`config.mk`:
```
export PLATFORM = sky130hd
export DESIGN_NAME = see_out_buf
export DESIGN_NICKNAME = d
export VERILOG_FILES = /design/src/rtl/stack_expression_evaluator_assert.svh /design/src/rtl/see_pkg.sv /design/src/rtl/see_out_buf.sv
export SDC_FILE = /design/constraint.sdc
export NUM_CORES = 1
export LEC_CHECK = 0
export BUFFER_PORTS_ARGS = -buffer_cell sky130_fd_sc_hd__buf_4
export CAP_MARGIN = 20
export CELL_PAD_IN_SITES_DETAIL_PLACEMENT = 0
export CELL_PAD_IN_SITES_GLOBAL_PLACEMENT = 1
export CORE_MARGIN = 4
export CORE_UTILIZATION = 35
export CTS_BUF_LIST = sky130_fd_sc_hd__clkbuf_16
export CTS_CLUSTER_SIZE = 28
export DETAILED_ROUTE_END_ITERATION = 10
export PLACE_DENSITY = 0.7
export SYNTH_ARGS = -nofsm -noshare
export SYNTH_HDL_FRONTEND = slang
export SYNTH_SLANG_ARGS = --single-unit
```
`constraint.sdc`:
```
create_clock -name clock -period 5.7 [get_ports clock]
set_input_delay 0.285 -clock clock [delete_from_list [all_inputs] [get_ports clock]]
set_output_delay 0.285 -clock clock [all_outputs]
set_load 0.01 [all_outputs]
```
`src/rtl/stack_expression_evaluator_assert.svh`:
```
// Assertion macros used by the stack expression evaluator core module
`ifndef STACK_EXPRESSION_EVALUATOR_ASSERT_SVH
`define STACK_EXPRESSION_EVALUATOR_ASSERT_SVH

// same-cycle implication
`define SEE_ASSERT_NOW(label, ante, cons, msg) \
   label: assert property (@(posedge clock) disable iff (reset) (ante) |-> (cons)) \
      else $error(msg);

// next-cycle implication
`define SEE_ASSERT_NEXT(label, ante, cons, msg) \
   label: assert property (@(posedge clock) disable iff (reset) (ante) |=> (cons)) \
      else $error(msg);

`endif

```
`src/rtl/see_pkg.sv`:
```
// Package with types and constants for the stack expression evaluator
package see_pkg;

   localparam int STACK_DEPTH = 64;
   localparam int STORE_SLOTS = 16;
   localparam int DATA_WIDTH  = 64;

   localparam int OPERAND_W = 64;
   localparam int RESULT_W  = 64;
   localparam int SLOT_W    = 4;
   localparam int TDATA_W   = 72;

   localparam int SP_W     = $clog2(STACK_DEPTH + 1);
   localparam int MEM_AW   = $clog2(STACK_DEPTH);
   localparam int SLOT_AW  = (STORE_SLOTS > 1) ? $clog2(STORE_SLOTS) : 1;
   localparam int HALF_W   = DATA_WIDTH / 2;
   localparam int HI_W     = DATA_WIDTH - HALF_W;
   localparam int LL_W     = 2 * HALF_W;

   typedef enum logic {
      CMD_WRITE = 1'b0,
      CMD_EXEC  = 1'b1
   } command_type;

   typedef enum logic [2:0] {
      OP_CONST = 3'd0,
      OP_LOAD  = 3'd1,
      OP_NEG   = 3'd2,
      OP_ADD   = 3'd3,
      OP_SUB   = 3'd4,
      OP_MUL   = 3'd5,
      OP_MIN   = 3'd6,
      OP_MAX   = 3'd7
   } opcode_type;

   typedef struct packed {
      logic                valid;
      logic [RESULT_W-1:0] result;
      logic                stack_error;
   } rsp_type;

endpackage

```
`src/rtl/see_out_buf.sv`:
```
// Two-entry result queue driving the response channel
module see_out_buf
   import see_pkg::*;
(
   input  logic                clock,
   input  logic                reset,
   input  rsp_type             push,
   output logic                space,
   output logic                rsp_tvalid,
   input  logic                rsp_tready,
   output logic [RESULT_W-1:0] rsp_tdata,
   output logic                rsp_tuser
);

   rsp_type    ent_ff [2];
   logic       wptr_ff, wptr_in;
   logic       rptr_ff, rptr_in;
   logic [1:0] cnt_ff, cnt_in;
   logic       pop;

   assign space      = (cnt_ff != 2'd2);
   assign rsp_tvalid = (cnt_ff != 2'd0);
   assign rsp_tdata  = ent_ff[rptr_ff].result;
   assign rsp_tuser  = ent_ff[rptr_ff].stack_error;
   assign pop        = rsp_tvalid && rsp_tready;

   always_comb begin
      wptr_in = wptr_ff ^ push.valid;
      rptr_in = rptr_ff ^ pop;
      cnt_in  = cnt_ff + 2'(push.valid) - 2'(pop);
   end

   always_ff @(posedge clock) begin
      if (push.valid) begin
         ent_ff[wptr_ff] <= push;
      end
   end

   always_ff @(posedge clock) begin
      if (reset) begin
         wptr_ff <= 1'b0;
         rptr_ff <= 1'b0;
         cnt_ff  <= '0;
      end else begin
         wptr_ff <= wptr_in;
         rptr_ff <= rptr_in;
         cnt_ff  <= cnt_in;
      end
   end

endmodule
```
-- After elaboration in Yosys (flattened, before gate mapping)
Memories as Yosys holds them, arrays and structs flattened. A register that Yosys moved wholly into a read port is not among the register bits.
Cells that the tools add are included.
- bits in registers: 4
- memory bits (writable): 132
- output and inout bits: 67
- logic and storage cells: 14
- memories: 1
- memories (name ; depth ; bits a word ; read ports ; clocked after Yosys merged registers in ; wr ports ; line ; text):
    ent_ff ; 2 ; 66 ; 1 ; 1 ; 1 ; see_out_buf.sv:15 ; rsp_type ent_ff [2];
- add/subtract/negate cells: 2
- equality and inequality tests: 1
- muxes and demuxes: 3
- bitwise gates (word level): 2
- reduce and logical (&&, ||, !) cells: 2
- operators by type and width (kind ; number):
    1-bit two-way mux ; 3
    2-bit by 1-bit adder with 2-bit output ; 1
    2-bit inequality test, second input constant ; 1
    2-bit nonzero test ; 1
    2-bit by 1-bit subtractor with 2-bit output ; 1
    1-bit bitwise XOR ; 2
    1-bit logical AND ; 1

-- Depth between registers and ports, before layout
Gate-level depths: netlist of run 1.
- depth in word-level cells: 4
- gate-level depth with buffers: 6
- gate-level depth less buffers: 6

-- Worst setup path before layout of run 1
OpenSTA, ideal clock, no wires.
- path type: flip-flop to flip-flop
- start point: register wptr_ff
- end point: memory ent_ff[0][0] (netlist bit), enable pin
- setup time: 430 ps
- arrival: 1912 ps
- required time: 5270 ps
- path slack: 3357 ps
- stages on the path, launching flop included: 3
- buffers on the path: 0
- path through: dfxtp_1 > inv_1 > ha_1
- RTL lines (item ; line ; text):
    start: declaration ; see_out_buf.sv:16 ; logic wptr_ff, wptr_in;
    start signal: assignment ; see_out_buf.sv:45 ; wptr_ff <= wptr_in;
    end: declaration ; see_out_buf.sv:15 ;
No word-level cell before the write port.

==> reports/qor.yml, run 1 <==
outcome:
  status: "complete, no violations"
worst_setup_path:
  arrival_ps: 1990
  slowest_stage: "dfxtp_4"
  r2r_cells: 2
  reg2reg_to: "ent_ff[0][18]"
  cp.depth: 2
  worst_setup_path_end_kind: "output port"
  critPathLaunchType: "register"
  cp_cell_sequence: "mux2_2, buf_4"
  crit_type: "register to output port"
  cp_top_family: "flip-flops"
  critPathRequiredTime_ps: 5410
  critPathMaxFanout: 67
  cp_num_buf_inv: 1
  slowest_delay_ps: 950
  rr_startpoint: "wptr_ff"
  r2r_slack_ps: 4100
finish:
  drive_gt1_frac: 0.616
  syn_to_final_growth_pct: 38.1
  stdcell_count: 563
  antenna_cells: 0
  n_fill_cell: 1164
  fin_nets: 443
  final_util: 0.490
drt:
  wire_per_inst_microns: 15.6
  drtIter0Drc: 100
  post_drt_via_cell_ratio: 4.38
  vias: 2467
  routed_wl_microns: 8760
  dr.pass1.iters: 4
  drc: 0
  ant_nets: 0
timing:
  min_period_over_period: 0.399
  setup_slack_ps: 3430
  rsz0062_at_grt: "no"
  finClkSkew_ps: 5.00
  slew_headroom: 0.363
  hold_viol: 0
  period_needed_ps: 2270
  final-max-slew-violation-count: 0
  fmax_mhz: 440
  finalSetupTns_ps: 0
  finalSetupViolCount: 0
  worst_pin_slew_ps: 955
clock_network:
  cts_resized: 0
  numCtsBuffers: 17
  clock_latency_ps: 410
  cts_tree: "yes"
  cts_max_path_buffers: 2
  htreeDepth: 4
  cts_hold_buffers: 0
  post_cts_buffers: 0
  root_buffer: "clkbuf_16"
  cts.clk_slew.worst_paths_ps: 60
  cts_num_sinks: 134
synthesis:
  synth_edf_count: 130
  synth_area_leader_cell: "edfxtp_1"
  synth.most_common_cell: "edfxtp_1"
  synth_top_family_by_area: "multiplexers"
  syn_inst: 223
  synthXorXnorAreaFrac: 0.00459
  ys_types: 14
  synth_top_area_frac: 0.795
  synth_area_sq_um: 4910
  synth_nets: 296
  synthTopCellsByArea: "edfxtp_1, mux2_2, dfxtp_1"
  yosysSeqAreaShare: 0.812
  async_flop_share: 0
  synthAdderAreaFrac: 0.0102
  synthMuxAreaShare: 0.151
  synth-simple-area-share: 0.00688
  synth_common_cells: "edfxtp_1, mux2_2, dfxtp_1, ha_1"
  yosysWarningCount: 0
  ys.flop_type: "edfxtp_1"
  synth.avg_cell_area_sq_um: 22.0
  synth_compound_gate_area_share: 0.00153
  synth_seq_cells: 134
global_route:
  grt_usage: 0.114
  grt_max_degree: 68
  gr-total-overflow: 0
  antenna_found_initial: 0
  grt_pass1_wl_microns: 13800
  grt_pass1_vias: 2679
floorplan:
  io_pins: 136
  die_w_microns: 126
  die_h_microns: 126
  start_util: 0.355
  core_area_sq_um: 13800
  dieArea_sq_um: 16000
  rows: 43
worst_hold_path:
  holdPathEnd: "ent_ff[1][26]"
  hp-start: "push[26]"
  worstHoldPathType: "input port to register"
  hold_depth: 1
placement:
  dp_hpwl_microns: 5430
  portBuffers: 135
  globalplace.congestion: 0.688
  pre_cts_ws_ps: 3820
  dp_cells: 531
power:
  finalPower_w: 0.00293
  p_per_area_nw_per_um2: 432
  p_leak_nw: 2.54
  irDropWorstVdd_uv: 190
flow_run:
  drv_cap: 0
worst max-delay path by stage:
stage / startpoint / endpoint / slack [ps]
after floorplan: wptr_ff / ent_ff[0][0] / 3360
after global placement: rptr_ff / rsp_tdata[29] / 3830
after detailed placement: rptr_ff / rsp_tdata[29] / 3820
after CTS: rptr_ff / rsp_tdata[29] / 3370
after global routing: rptr_ff / rsp_tdata[29] / 3300
final: rptr_ff / rsp_tdata[29] / 3430
cell type report:
class	count	area [sq um]	share of cell area
Sequential cell	134	3990	0.588
Inverter	3	11.3	0.00166
Timing Repair Buffer	135	1010	0.149
Tap cell	180	225	0.0332
Multi-Input combinational cell	79	882	0.130
Clock buffer	17	425	0.0627
Clock inverter	15	235	0.0347
cell families after synthesis:
logic type	after synthesis
flip-flops	134
AO/OA/AOI/OAI	1
adder cells (fa/ha/maj)	4
buffers and inverters	10
multiplexers	66
XOR/XNOR	1
AND/OR/NAND/NOR	7
state kept, by name, indices dropped and copies added (netlist names):
name and cells:
ent_ff 130, rptr_ff 1, wptr_ff 1, cnt_ff 2
metrics by stage:
step                area, sq um  hold slack [ps]
floorplan                  4910              352
global placement           6120              470
detailed placement         6120              472
CTS                        6780             32.7
global route               6780             26.3
finish                     6780             58.8
placed cells by master (no fill, tap or decap), types with 2 or more instances in the layout:
cell	count
clkinvlp_4	3
mux2_2	66
edfxtp_1	130
bufinv_16	6
clkinv_2	4
buf_4	135
nor2_1	3
ha_1	2
dfxtp_1	3
nor2b_1	2
ha_4	2
clkbuf_16	17
inv_1	4
where the power goes:
part / internal [W] / leakage, nW / total (W) / switching, W
combinational: 0.000305 / 0.964 / 0.000494 / 0.000189
clock: 0.000815 / 0.320 / 0.00120 / 0.000388
sequential: 0.00116 / 1.25 / 0.00123 / 0.0000715
total: 0.00228 / 2.54 / 0.00293 / 0.000648
metal layers:
layer	wire length (microns)	vias up	track usage
li1	-	1172	-
met1	3680	1194	0.140
met2	4250	85	0.172
met3	641	16	0.0526
met4	187	0	0.0568
met5	0	-	0
No activity file was read; power rests on OpenSTA's default activity.
==> run 2: changes to the inputs <==
- clock period: 5.7 -> 2.1 ns (I/O delays scaled with it)
==> run 2 against run 1 <==
Sequential cell count did not move. Critical endpoint is now rsp_tdata[21]. Critical path type unchanged. Final cell count up 12%. Register-to-register slack lost 3400 ps. Clock skew is 1.6 ps higher. Sequential share of layout area decreased by 5.3 points. Clock power grew 140%.
==> reports/qor.yml, run 2 (synthesis gave the netlist of run 1 again) <==
outcome:
  status: "complete, no violations"
clock_network:
  cts_resized: 0
  cts_max_path_buffers: 2
  cts_tree: "yes"
  htreeDepth: 4
  cts.clk_slew.worst_paths_ps: 60
  clock_latency_ps: 410
  numCtsBuffers: 17
  cts_num_sinks: 134
  post_cts_buffers: 0
  root_buffer: "clkbuf_16"
placement:
  portBuffers: 135
  dp_cells: 535
  dp_hpwl_microns: 6090
  globalplace.congestion: 0.696
  place_area_sq_um: 6200
timing:
  fmax_mhz: 513
  rsz0062_at_grt: "no"
  finalSetupViolCount: 0
  worst_pin_slew_ps: 373
  finClkSkew_ps: 6.58
  slew_headroom: 0.751
  period_needed_ps: 1950
  final-max-slew-violation-count: 0
  hold_ws_ps: 27.6
  hold_viol: 0
  min_period_over_period: 0.929
  finalSetupTns_ps: 0
finish:
  antenna_cells: 0
  reg_top3: "ent_ff (130), cnt_ff (2)"
  largest_reg_flops: 130
  stdcell_count: 633
  design_area_sq_um: 7450
  final_cell_mix: "buf_4, edfxtp_1, mux2_2, dlygate4sd3_1, clkbuf_16"
  fin_nets: 513
  drive_gt1_frac: 0.525
  regMostFlops: "ent_ff"
  final_common_cell: "buf_4"
  syn_to_final_growth_pct: 51.8
floorplan:
  io_pins: 136
  rows: 43
  core_area_sq_um: 13800
  die_w_microns: 126
  die_h_microns: 126
  dieArea_sq_um: 16000
  start_util: 0.355
worst_setup_path:
  crit_type: "register to output port"
  cp_top_family: "flip-flops"
  critPathMaxFanout: 43
  critPathRequiredTime_ps: 2000
  slowest_stage: "dfxtp_4"
  arrival_ps: 1850
  cp_num_buf_inv: 2
  slowest_delay_ps: 560
  worst_setup_path_end_kind: "output port"
  cp_cell_sequence: "buf_12, mux2_2, buf_4"
  critPathLaunchType: "register"
global_route:
  grt_pass1_wl_microns: 15500
  met1_usage: 0.143
  antenna_found_initial: 0
  grt_max_degree: 44
  busiest_layer: "met2"
  grt_pass1_vias: 3107
  gr-total-overflow: 0
  use_met3: 0.0560
  met2_usage: 0.222
  grt_usage: 0.129
drt:
  wire_per_inst_microns: 15.4
  drtIter0Drc: 114
  ant_nets: 0
  post_drt_via_cell_ratio: 4.37
  dr.pass1.iters: 4
  drc: 0
  routed_wl_microns: 9730
  vias: 2765
power:
  p_leak_nw: 2.81
  p_per_area_nw_per_um2: 1040
  irDropWorstVdd_uv: 565
flow_run:
  drv_cap: 0
worst_hold_path:
  worstHoldPathType: "input port to register"
## run 2: cell types whose count changed in the layout (fill, tap and decap cells not counted)
cell and change:
dlygate4sd3_1 +66, buf_12 +4, bufinv_16 -3, clkinvlp_4 +3
clkinv_2 -2, clkinv_1 +1, inv_1 +1
## run 2: per-layer routing
metal	vias up	part of all wire
met2	86	0.53
met3	7	0.065
met1	1357	0.40
li1	1315	-
met4	0	0.010
met5	-	0
## run 2: path summary, 6_finish.rpt
kind / depth (start not counted) / slack, ps / from / endpoint
max reg2reg: 2 / 700 / wptr_ff / ent_ff[1][61]
max: 3 / 150 / rptr_ff / rsp_tdata[21]
min: 3 / 30 / push[65] / wptr_ff
min reg2reg: 3 / 610 / wptr_ff / wptr_ff
## run 2: metrics by stage
stage	utilization	total power, W	setup slack [ps]
after global routing	0.539	0.00809	43.7
after CTS	0.539	0.00783	109
after floorplan	-	0.00410	439
after global placement	0.448	0.00479	571
final	0.539	0.00772	150
after detailed placement	0.448	0.00481	567
## run 2: where the power goes
group / switching, W / leakage, nW / total [W] / internal, W
clock network: 0.00105 / 0.277 / 0.00289 / 0.00185
logic: 0.000645 / 1.27 / 0.00159 / 0.000942
registers: 0.000100 / 1.25 / 0.00324 / 0.00314
## run 2: worst reg2reg max path: stages, from the launching register on
cell     delay [ps]
dfxtp_1         360
ha_4            380
buf_12          300
## run 2: area by class of cell
| cell class | count | area [sq um] |
|---|---|---|
| clock buffers | 17 | 425 |
| clock inverters | 15 | 165 |
| fillers | 1099 | 6380 |
| inverters | 3 | 11.3 |
| multi-input cells | 79 | 882 |
| flip-flops and latches | 134 | 3990 |
| well taps | 180 | 225 |
| repair buffers | 205 | 1750 |
## run 2: timing repair
item	CTS	global route
setup endpoints to repair	0	0
endpoints found under the hold margin	133	0
hold buffers	66	0
==> run 3: changes to the inputs <==
- ABC_AREA: not set -> 1
- PLACE_DENSITY: 0.7 -> 0.69
==> run 3 against run 2 <==
Sequential share of layout area is 1.0 points lower. Sequential power decreased by 2%. Fmax increased by 5.3%. Final area is 1.9% higher. Critical endpoint is now rsp_tdata[17]. Clock power grew 2%. Combinational power is 10% higher. Largest cell class unchanged. Register-to-register slack worse by 100 ps.
==> reports/qor.yml, run 3 <==
outcome:
  status: "complete, no violations"
synthesis:
  synth_top_family_by_area: "multiplexers"
  yosysWarningCount: 0
  synth_area_sq_um: 5020
  synth_nets: 308
  async_flop_share: 0
  synth_common_cells: "edfxtp_1, mux2_2, mux2_4, inv_1, nor2_1"
  synthMuxAreaShare: 0.167
  synthXorXnorAreaFrac: 0
  ys.flop_type: "edfxtp_1"
  ys_types: 13
  synth.avg_cell_area_sq_um: 21.4
  synth.most_common_cell: "edfxtp_1"
  syn_inst: 235
  yosysSeqAreaShare: 0.793
  synth_edf_count: 130
  synthAdderAreaFrac: 0.00996
  synth_compound_gate_area_share: 0.000996
  synth_area_leader_cell: "edfxtp_1"
  synthTopCellsByArea: "edfxtp_1, mux2_4, mux2_2"
  synth_seq_cells: 134
  synth_top_area_frac: 0.777
  synth-simple-area-share: 0.0117
drt:
  top_layer: "met4"
  post_drt_via_cell_ratio: 4.44
  drtIter0Drc: 113
  wire_per_inst_microns: 15.2
  routed_wl_microns: 9870
  drc: 0
  dr_wl_met3_microns: 739
  wl_met2_microns: 5050
  ant_nets: 0
  dr.pass1.iters: 4
  wl_met1_microns: 3910
  vias: 2879
worst_setup_path:
  cp_common_cell: "buf_4"
  cp_top_family: "buffers and inverters"
  critPathMaxFanout: 34
  critPathLaunchType: "register"
  cp_cell_sequence: "buf_4, mux2_2, buf_4"
  worst_setup_path_end_kind: "output port"
  slowest_stage: "mux2_2"
  arrival_ps: 1750
  crit_type: "register to output port"
  slowest_delay_ps: 430
  cp_num_buf_inv: 2
  critPathRequiredTime_ps: 2000
global_route:
  grt_max_degree: 35
  grt_usage: 0.124
  gr-total-overflow: 0
  grt_pass1_wl_microns: 15200
  antenna_found_initial: 0
  grt_pass1_vias: 3136
timing:
  rsz0062_at_grt: "no"
  slew_headroom: 0.697
  finalSetupTns_ps: 0
  period_needed_ps: 1850
  final-max-slew-violation-count: 0
  fmax_mhz: 540
  min_period_over_period: 0.882
  finClkSkew_ps: 4.79
  worst_pin_slew_ps: 455
  hold_viol: 0
  setup_slack_ps: 248
  finalSetupViolCount: 0
power:
  p_seq_frac: 0.404
  clock_power_share: 0.374
  p_leak_nw: 2.96
  finalPower_w: 0.00789
  switching_share: 0.231
  combPwrFrac: 0.222
  p_per_area_nw_per_um2: 1040
  switchingPower_w: 0.00182
  p_int_w: 0.00607
  irDropWorstVdd_uv: 498
floorplan:
  dieArea_sq_um: 16300
  io_pins: 136
  die_h_microns: 128
  core_area_sq_um: 14000
  die_w_microns: 128
  rows: 43
  start_util: 0.359
clock_network:
  htreeDepth: 4
  cts_resized: 0
  root_buffer: "clkbuf_16"
  post_cts_buffers: 0
  clock_latency_ps: 410
  cts.clk_slew.worst_paths_ps: 60
  cts_tree: "yes"
  cts_num_sinks: 134
  numCtsBuffers: 17
  cts_max_path_buffers: 2
  cts_hold_buffers: 68
finish:
  antenna_cells: 0
  largest_reg_flops: 130
  n_fill_cell: 1130
  regMostFlops: "ent_ff"
  ff_latch_area_sq_um: 3990
  final_util: 0.543
  syn_to_final_growth_pct: 51.1
  fin_nets: 529
  multi_input_area_sq_um: 976
  final_common_cell: "buf_4"
  reg_top3: "ent_ff (130), cnt_ff (2)"
  final_cell_mix: "buf_4, edfxtp_1, dlygate4sd3_1, mux2_2, mux2_4"
  drive_gt1_frac: 0.497
placement:
  portBuffers: 135
  dp_hpwl_microns: 6230
  pre_cts_ws_ps: 668
  globalplace.congestion: 0.710
flow_run:
  drv_cap: 0
worst_hold_path:
  worstHoldPathType: "input port to register"
run 3: cell count changes after synthesis, sizes merged:
cell / change
a21oi: +1
inv: +6
mux2: -1
nand2: +5
nand3: +2
nor2: +4
nor2b: -2
o21a: -1
or2: -1
xnor3: -1
run 3: metal layers:
layer	up-vias	global-route usage
met5	-	0
met4	0	0.0524
met3	16	0.0525
met2	101	0.208
met1	1409	0.140
li1	1353	-
run 3: area by class of cell:
type | instances | share of cell area
sequential | 134 | 0.525
timing repair buffer | 209 | 0.234
multi-input combinational | 85 | 0.129
clock buffer | 17 | 0.0560
tap | 180 | 0.0297
clock inverter | 15 | 0.0221
inverter | 9 | 0.00445
run 3: power by group through the flow:
stage,logic (W),registers [W],clock network (W)
floorplan,0.000960,0.00323,0
global placement,0.00165,0.00323,0
detailed placement,0.00167,0.00324,0
CTS,0.00179,0.00319,0.00303
global route,0.00189,0.00320,0.00318
finish,0.00175,0.00319,0.00296
run 3: through the flow:
stage	hold slack (ps)	std cells	area, sq um
after floorplan	172	235	5030
after global placement	286	549	6320
after detailed placement	284	549	6320
after CTS	387	649	7590
after global routing	396	649	7590
final	407	649	7590
run 3: final timing paths:
| check | start | end | slack (ps) | cells past startpoint |
|---|---|---|---|---|
| max | rptr_ff | rsp_tdata[17] | 250 | 3 |
| min | reset | cnt_ff[0] | 410 | 3 |
| max reg2reg | cnt_ff[1] | cnt_ff[1] | 600 | 10 |
| min reg2reg | cnt_ff[1] | cnt_ff[1] | 600 | 3 |
run 3: cell families (layout without fill, tap and decap cells):
kind of cell / after synthesis / after routing
and+or+nand+nor: 15 / 15
DFF: 134 / 134
adders and majority gates: 4 / 4
AOI/OAI and AO/OA: 1 / 1
muxes: 65 / 65
buffers and inverters: 16 / 250
run 3: worst min-delay path: stages:
cell,delay (ps)
dlygate4sd3_1,530
buf_4,110
nor2_1,40
